**config.mk**
```make
export PLATFORM = sky130hd
export DESIGN_NAME = xsm_ctrl
export DESIGN_NICKNAME = d
export VERILOG_FILES = /design/src/sv/xsm_pkg.sv /design/src/sv/xsm_ctrl.sv
export SDC_FILE = /design/constraint.sdc
export NUM_CORES = 1
export LEC_CHECK = 0
export ABC_AREA = 1
export BUFFER_PORTS_ARGS = -buffer_cell sky130_fd_sc_hd__clkbuf_2
export CAP_MARGIN = 5
export CORE_AREA = 2 2 59 61
export DETAILED_ROUTE_END_ITERATION = 10
export DIE_AREA = 0 0 61 63
export HOLD_SLACK_MARGIN = 0.03
export PLACE_DENSITY = 0.69
export RECOVER_POWER = 50
export SYNTH_ARGS = -nofsm -noshare
export SYNTH_HDL_FRONTEND = slang
export SYNTH_SLANG_ARGS = --single-unit
export TNS_END_PERCENT = 20
```
**constraint.sdc**
```tcl
create_clock -name clk -period 2.7 [get_ports clk]
set_input_delay 0.135 -clock clk [delete_from_list [all_inputs] [get_ports clk]]
set_output_delay 0.135 -clock clk [all_outputs]
set_load 0.05 [all_outputs]
```
**src/sv/xsm_pkg.sv**
```systemverilog
// ----------------------------------------------------------------------------
// xsm_pkg
// Shared types, codes and constants of the XY spin Metropolis update block.
// ----------------------------------------------------------------------------
package xsm_pkg;

    localparam int MAX_SIDE_DEF  = 16;
    localparam int SPIN_FRAC_DEF = 14;

    localparam int CMD_W   = 2;
    localparam int COORD_W = 4;
    localparam int SIDE_W  = 5;
    localparam int SPIN_W  = 16;
    localparam int DRAW_W  = 16;
    localparam int CFG_IDX_W  = 2;
    localparam int CFG_DATA_W = 16;

    localparam logic [CMD_W-1:0] CMD_UPDATE = 2'd0;
    localparam logic [CMD_W-1:0] CMD_WRITE  = 2'd1;
    localparam logic [CMD_W-1:0] CMD_READ   = 2'd2;

    localparam logic [CFG_IDX_W-1:0] CFG_SIDE  = 2'd0;
    localparam logic [CFG_IDX_W-1:0] CFG_ANGLE = 2'd1;
    localparam logic [CFG_IDX_W-1:0] CFG_BETA  = 2'd2;

    localparam logic [SIDE_W-1:0] SIDE_RST  = 5'd16;
    localparam logic [15:0]       ANGLE_RST = 16'd1638;
    localparam logic [15:0]       BETA_RST  = 16'd128;

    localparam int PI_Q16      = 205887;
    localparam int HALF_PI_Q16 = 102944;
    localparam int GAIN_Q30    = 652032874;
    localparam int LN2_Q16     = 45426;

    function automatic logic [15:0] atan_q16(input logic [3:0] i);
        logic [15:0] r;
        unique case (i)
            4'd0:    r = 16'd51472;
            4'd1:    r = 16'd30386;
            4'd2:    r = 16'd16055;
            4'd3:    r = 16'd8150;
            4'd4:    r = 16'd4091;
            4'd5:    r = 16'd2047;
            4'd6:    r = 16'd1024;
            4'd7:    r = 16'd512;
            4'd8:    r = 16'd256;
            4'd9:    r = 16'd128;
            4'd10:   r = 16'd64;
            4'd11:   r = 16'd32;
            4'd12:   r = 16'd16;
            4'd13:   r = 16'd8;
            4'd14:   r = 16'd4;
            default: r = 16'd2;
        endcase
        return r;
    endfunction

    typedef struct packed {
        logic [CMD_W-1:0]          cmd;
        logic [COORD_W-1:0]        coord_x;
        logic [COORD_W-1:0]        coord_y;
        logic [COORD_W-1:0]        coord_z;
        logic signed [SPIN_W-1:0]  spin_in_x;
        logic signed [SPIN_W-1:0]  spin_in_y;
        logic [DRAW_W-1:0]         draw_angle;
        logic [DRAW_W-1:0]         draw_accept;
    } xsm_req_t;

    typedef struct packed {
        logic                      status;
        logic                      accepted;
        logic signed [SPIN_W-1:0]  spin_out_x;
        logic signed [SPIN_W-1:0]  spin_out_y;
    } xsm_rsp_t;

    typedef enum logic [3:0] {
        OP_IDLE   = 4'd0,
        OP_CLEAR  = 4'd1,
        OP_READ   = 4'd2,
        OP_THETA  = 4'd3,
        OP_ROT    = 4'd4,
        OP_GAIN   = 4'd5,
        OP_DOT    = 4'd6,
        OP_BETA   = 4'd7,
        OP_LOGI   = 4'd8,
        OP_LOG    = 4'd9,
        OP_LN     = 4'd10,
        OP_DECIDE = 4'd11,
        OP_WRITE  = 4'd12,
        OP_DONE   = 4'd13
    } dp_op_t;

    typedef struct packed {
        dp_op_t      op;
        logic [4:0]  step;
        logic        load_in;
        logic        load_out;
    } dp_cmd_t;

    typedef struct packed {
        logic in_range;
        logic is_update;
        logic is_write;
        logic clear_done;
    } dp_stat_t;

endpackage

```
**src/sv/xsm_ctrl.sv**
```systemverilog
// ----------------------------------------------------------------------------
// xsm_ctrl
// Sequencer: steps the datapath through clear, read, rotate, energy, accept and write.
// ----------------------------------------------------------------------------
module xsm_ctrl (
    input  logic              clk,
    input  logic              rst_n,
    input  logic              req_valid,
    output logic              req_ready,
    output logic              rsp_valid,
    input  logic              rsp_ready,
    output xsm_pkg::dp_cmd_t  cmd,
    input  xsm_pkg::dp_stat_t stat
);
    import xsm_pkg::*;

    typedef enum logic [13:0] {
        ST_CLEAR  = 14'b00000000000001,
        ST_IDLE   = 14'b00000000000010,
        ST_READ   = 14'b00000000000100,
        ST_THETA  = 14'b00000000001000,
        ST_ROT    = 14'b00000000010000,
        ST_GAIN   = 14'b00000000100000,
        ST_DOT    = 14'b00000001000000,
        ST_BETA   = 14'b00000010000000,
        ST_LOGI   = 14'b00000100000000,
        ST_LOG    = 14'b00001000000000,
        ST_LN     = 14'b00010000000000,
        ST_DECIDE = 14'b00100000000000,
        ST_WRITE  = 14'b01000000000000,
        ST_DONE   = 14'b10000000000000
    } state_t;

    state_t     state_reg, state_next;
    logic [4:0] step_reg, step_next;
    logic       rsp_valid_reg, rsp_valid_next;
    logic [4:0] last;
    dp_op_t     op;
    logic       out_free;

    assign out_free  = !rsp_valid_reg || rsp_ready;
    assign req_ready = (state_reg == ST_IDLE);
    assign rsp_valid = rsp_valid_reg;

    always_comb
    begin
        unique case (state_reg)
            ST_CLEAR:  begin op = OP_CLEAR;  last = 5'd0;  end
            ST_IDLE:   begin op = OP_IDLE;   last = 5'd0;  end
            ST_READ:   begin op = OP_READ;   last = 5'd7;  end
            ST_THETA:  begin op = OP_THETA;  last = 5'd1;  end
            ST_ROT:    begin op = OP_ROT;    last = 5'd15; end
            ST_GAIN:   begin op = OP_GAIN;   last = 5'd5;  end
            ST_DOT:    begin op = OP_DOT;    last = 5'd3;  end
            ST_BETA:   begin op = OP_BETA;   last = 5'd3;  end
            ST_LOGI:   begin op = OP_LOGI;   last = 5'd0;  end
            ST_LOG:    begin op = OP_LOG;    last = 5'd31; end
            ST_LN:     begin op = OP_LN;     last = 5'd0;  end
            ST_DECIDE: begin op = OP_DECIDE; last = 5'd0;  end
            ST_WRITE:  begin op = OP_WRITE;  last = 5'd0;  end
            default:   begin op = OP_DONE;   last = 5'd0;  end
        endcase
    end

    always_comb
    begin
        state_next = state_reg;
        step_next  = (step_reg == last) ? 5'd0 : step_reg + 5'd1;
        unique case (state_reg)
            ST_CLEAR:
            begin
                if (stat.clear_done)
                begin
                    state_next = ST_IDLE;
                end
            end
            ST_IDLE:
            begin
                if (req_valid)
                begin
                    state_next = stat.in_range ? ST_READ : ST_DONE;
                end
            end
            ST_READ:
            begin
                if (step_reg == last)
                begin
                    priority if (stat.is_update)
                    begin
                        state_next = ST_THETA;
                    end
                    else if (stat.is_write)
                    begin
                        state_next = ST_WRITE;
                    end
                    else
                    begin
                        state_next = ST_DONE;
                    end
                end
            end
            ST_THETA:  if (step_reg == last) state_next = ST_ROT;
            ST_ROT:    if (step_reg == last) state_next = ST_GAIN;
            ST_GAIN:   if (step_reg == last) state_next = ST_DOT;
            ST_DOT:    if (step_reg == last) state_next = ST_BETA;
            ST_BETA:   if (step_reg == last) state_next = ST_LOGI;
            ST_LOGI:   state_next = ST_LOG;
            ST_LOG:    if (step_reg == last) state_next = ST_LN;
            ST_LN:     state_next = ST_DECIDE;
            ST_DECIDE: state_next = ST_WRITE;
            ST_WRITE:  state_next = ST_DONE;
            default:
            begin
                if (out_free)
                begin
                    state_next = ST_IDLE;
                end
            end
        endcase
    end

    always_comb
    begin
        cmd.op       = op;
        cmd.step     = step_reg;
        cmd.load_in  = (state_reg == ST_IDLE) && req_valid;
        cmd.load_out = (state_reg == ST_DONE) && out_free;
        rsp_valid_next = rsp_valid_reg;
        if (cmd.load_out)
        begin
            rsp_valid_next = 1'b1;
        end
        else if (rsp_ready)
        begin
            rsp_valid_next = 1'b0;
        end
    end

    always_ff @(posedge clk or negedge rst_n)
    begin
        if (!rst_n)
        begin
            state_reg     <= ST_CLEAR;
            step_reg      <= 5'd0;
            rsp_valid_reg <= 1'b0;
        end
        else
        begin
            state_reg     <= state_next;
            step_reg      <= step_next;
            rsp_valid_reg <= rsp_valid_next;
        end
    end
endmodule

```
* After elaboration in Yosys (flattened, before gate mapping) *
Cells that the tools add are included.

operators by class
  multiplexer cells = 19
  reduce and logical (&&, ||, !) cells = 8
  $add $sub $neg = 1
  equality and inequality tests = 24

operator list
  operator                                                            count
  14-bit two-way mux                                                  13
  14-bit case mux with 13 select lines                                1
  4-bit case mux with 13 select lines                                 1
  5-bit case mux with 6 select lines                                  1
  2-bit inequality test (second input constant)                       9
  14-bit by 1-bit == test with 1-bit output (second input constant)   1
  14-bit by 10-bit == test with 1-bit output (second input constant)  1
  14-bit by 11-bit == test with 1-bit output (second input constant)  1
  14-bit by 12-bit == test with 1-bit output (second input constant)  1
  14-bit by 13-bit == test with 1-bit output (second input constant)  1
  14-bit == test (second input constant)                              1
  14-bit by 2-bit == test with 1-bit output (second input constant)   1
  14-bit by 3-bit == test with 1-bit output (second input constant)   1
  14-bit by 4-bit == test with 1-bit output (second input constant)   1
  14-bit by 5-bit == test with 1-bit output (second input constant)   1
  14-bit by 6-bit == test with 1-bit output (second input constant)   1
  14-bit by 7-bit == test with 1-bit output (second input constant)   1
  14-bit by 8-bit == test with 1-bit output (second input constant)   1
  14-bit by 9-bit == test with 1-bit output (second input constant)   1
  14-bit nonzero test                                                 1
  10-bit AND reduction                                                1
  5-bit by 1-bit adder with 5-bit output (second input constant)      1
  5-bit == test                                                       1
  5-bit two-way mux                                                   1
  other kinds (6)                                                     8

storage, ports and cells
  logic and storage cells = 55
  input bits = 8
  register bits after elaboration = 20
  output and inout bits = 13

* Logic depth before layout (Yosys ltp) *
  depth after elaboration = 6
  gate-level depth with buffers = 17

* Least setup slack after synthesis *
Ideal clock, no wire load.

  kind = register to register
  from = reg state_reg[13]
  to = reg state_reg[1]
  setup time = 0.115 ns
  data required time = 2.585 ns
  arrival time = 1.996 ns
  stages on the path, launching flop included = 12
  path slack = 0.589 ns
  cell sequence = dfrtp_1 -> nor2_2 -> inv_2 -> nor2_8 -> nand2_1 -> inv_1 -> nand2_1 -> nand2_2 -> nor2_8 -> buf_2 -> nand3_1 -> nand2_2

RTL lines
  what                                                                           RTL line         source
  from (decl)                                                                    xsm_ctrl.sv:34   state_t state_reg, state_next;
  from (signal assigned)                                                         xsm_ctrl.sv:149  state_reg <= state_next;
  14-bit by 2-bit == test with 1-bit output (*)                                  -
  net req_ready                                                                  xsm_ctrl.sv:9    output logic req_ready,
  14-bit nonzero test (no source line) or 2-bit inequality test (tied branches)  -
  10-bit AND reduction (no source line)                                          -

Mark *: on every way through the listed nets, which the timed path passes. The rest lies on a longest branch.
A chain may end at the register's enable or synchronous reset.

==> out/metrics.csv <==
metric;value;unit
route.met3.wl;110;um
p_leak;0.993;nW
worst_slew_pin_slew;1.08;ns
rsz0062_at_grt;false;
final_cells;285;
worstPathMaxFanout;7;
clkPwrFrac;8.8;%
seqPwrFrac;24.7;%
peakVddDrop;0.556;mV
die_x;61;um
largest_reg_flops;14;
p_switching;0.00102;W
syn2layout_area_growth;9.10;%
design_area;1700;sq um
grt_max_degree;21;
reg2reg_slack;0.44;ns
h-tree-depth;1;
place_ws;0.469;ns
routed_wl;3300;um
power_density;1010;nW/um^2
worstReg2RegEnd;state_reg[2]$_DFFE_PN0P_;
hold_viol_final;0;
swShare;59.5;%
tritoncts;yes;
die_h;63;um
clock_path_buffers;2;
insertion_delay;0.31;ns
post_dp_cell_area;1670;sq um
min_to;rsp_valid$_DFFE_PN0P_;
synthesis.nets;227;
start_util;48.1;%
coreArea;3230;sq um
synth.area.top_cells;dfrtp_1, nand2_2, nand2_1;
drive_gt1_share;25.5;%
final-setup-viol-count;0;
fin_tns_setup;0;ns
whs_path_depth;2;
numCtsBuffers;3;
crit_path_start_kind;flip-flop;
yosys.area.top_type;dfrtp_1;
diodes;0;
status;completed;
pwr-share-comb;66.5;%
drtAntennaViolNets;0;
reg2regPathDepth;14;
crit_path_end_kind;output pin;
finalCriticalPeriod;2.43;ns
synth_cells;218;
grt_pass1_wl;5650;um
fin_nets;249;
fin_worst_skew;0.00792;ns
timing.fmax;411;MHz
grt_pass1_vias;1187;
clk_pin_slew;0.11;ns
layout_common_cells;nor2_1, nand2_1, nand2_2, inv_1, nand3_1;
cts.sinks;20;
antenna_found_initial;0;
placed_cells;280;
num_rows;21;
ys_ff_latch;20;
wl_met2;1440;um
drtPass1Iterations;4;
slew_viol_final;0;
drt-vias-per-instance;4.93;
ys_seq_area_share;32.3;%
met1Wirelength;1710;um
cts_setup_buffers;0;
layout_setup_ws;0.268;ns
ys_warn_count;0;
power;0.00172;W
fin_crit_sh;90.1;%
ios;21;
clockRootBuffer;clkbuf_4;
wire_per_inst;11.6;um
relSlewSlack;28.2;%
route.top_layer_used;met4;
netlist_area;1550;sq um
hold_path_class;input port to flip-flop;
syn_avg_cell_area;7.13;sq um
dp_hpwl;2570;um
crit_arrival;2.30;ns
gp_congestion;0.942;
drt_iter0_drc;64;
dieArea;3840;sq um
worst-setup-path-type;flip-flop to output pin;
hold_start;rsp_ready;
r2r-start;state_reg[13]$_DFFE_PN0P_;
required;2.57;ns
groute.usage.overall;19.4;%
synth.top_cell.area_share;30.6;%
cellInternalPower;0.000695;W
netlist-cell-type-count;29;
vias;1405;
portBuffers;20;
grt-ovfl-total;0;
drc_errors;0;
cap_violations;0;
==> synth_stat cells <==
cell type,n
nand4_2,1
nor2_2,5
nand3_2,2
buf_6,1
a21oi_1,1
nor3_1,5
nor4_1,1
nor2_1,37
nand3b_1,1
nand3_1,24
o311ai_0,1
inv_2,1
dfrtp_1,19
buf_2,1
ha_1,1
nand2_1,37
xnor2_1,2
inv_1,28
nor2_8,2
xor2_1,4
nand2_2,28
nand4_1,5
buf_4,1
nand2_4,4
o21ai_0,2
o21bai_1,1
buf_12,1
nor2_4,1
dfstp_2,1
==> stage by stage <==
step	utilization (%)	hold WS (ns)
floorplan	-	-0.161
global placement	51.6	0.131
detailed placement	51.6	0.132
CTS	52.7	0.0393
global route	52.5	0.0380
finish	52.5	0.0393
==> layout make-up <==
| class | count | area (sq um) |
|---|---|---|
| Clock buffer | 4 | 26.3 |
| Multi-Input combinational cell | 165 | 900 |
| Sequential cell | 20 | 502 |
| Timing Repair Buffer | 21 | 101 |
| Tap cell | 46 | 57.6 |
| Fill cell | 337 | 1540 |
| Inverter | 29 | 109 |
==> repair_timing <==
| item | in CTS | in global routing |
|---|---|---|
| hold endpoints to repair | 19 | 0 |
| gates resized for setup | 0 | 0 |
| hold buffers | 1 | 0 |
==> per-layer routing <==
metal | vias up | track usage [%]
met5 | - | 0
li1 | 725 | -
met2 | 28 | 27.0
met1 | 648 | 31.0
met4 | 0 | 5.71
met3 | 4 | 1.86
==> worst max path at each step <==
| stage | startpoint | endpoint | slack (ns) | cells past startpoint |
|---|---|---|---|---|
| finish | state_reg[0]$_DFFE_PN1P_ | cmd[10] | 0.27 | 9 |
| global route | state_reg[0]$_DFFE_PN1P_ | cmd[10] | 0.05 | 9 |
| CTS | state_reg[0]$_DFFE_PN1P_ | cmd[10] | 0.28 | 9 |
| detailed placement | state_reg[13]$_DFFE_PN0P_ | state_reg[3]$_DFFE_PN0P_ | 0.47 | 14 |
| global placement | state_reg[13]$_DFFE_PN0P_ | state_reg[3]$_DFFE_PN0P_ | 0.49 | 14 |
| floorplan | state_reg[13]$_DFFE_PN0P_ | state_reg[1]$_DFFE_PN0P_ | 0.59 | 11 |
==> power by group through the flow <==
stage	clock network (W)	registers, W	logic [W]
after floorplan	0	0.000534	0.000882
after global placement	0	0.000430	0.00115
after detailed placement	0	0.000430	0.00115
after CTS	0.000162	0.000424	0.00116
after global routing	0.000182	0.000435	0.00125
final	0.000151	0.000424	0.00114
==> worst max-delay path: stages (launching register included) <==
cell and delay [ns]:
dfstp_2 0.54, nor2_1 0.06, nand2_2 0.14, nor2_4 0.07, nand3_1 0.18, nand4_1 0.14, nor4_1 0.32, nand2_1 0.15
nand3b_1 0.11, clkbuf_2 0.27
==> cells by family after synthesis <==
logic type | synth area share [%]
buffers and inverters | 9.82
AND/OR/NAND/NOR | 51.7
XOR/XNOR | 3.38
flip-flops | 32.3
adder cells (fa/ha/maj) | 0.805
AO/OA/AOI/OAI | 2.01
Power figures use the tool's default switching activity.
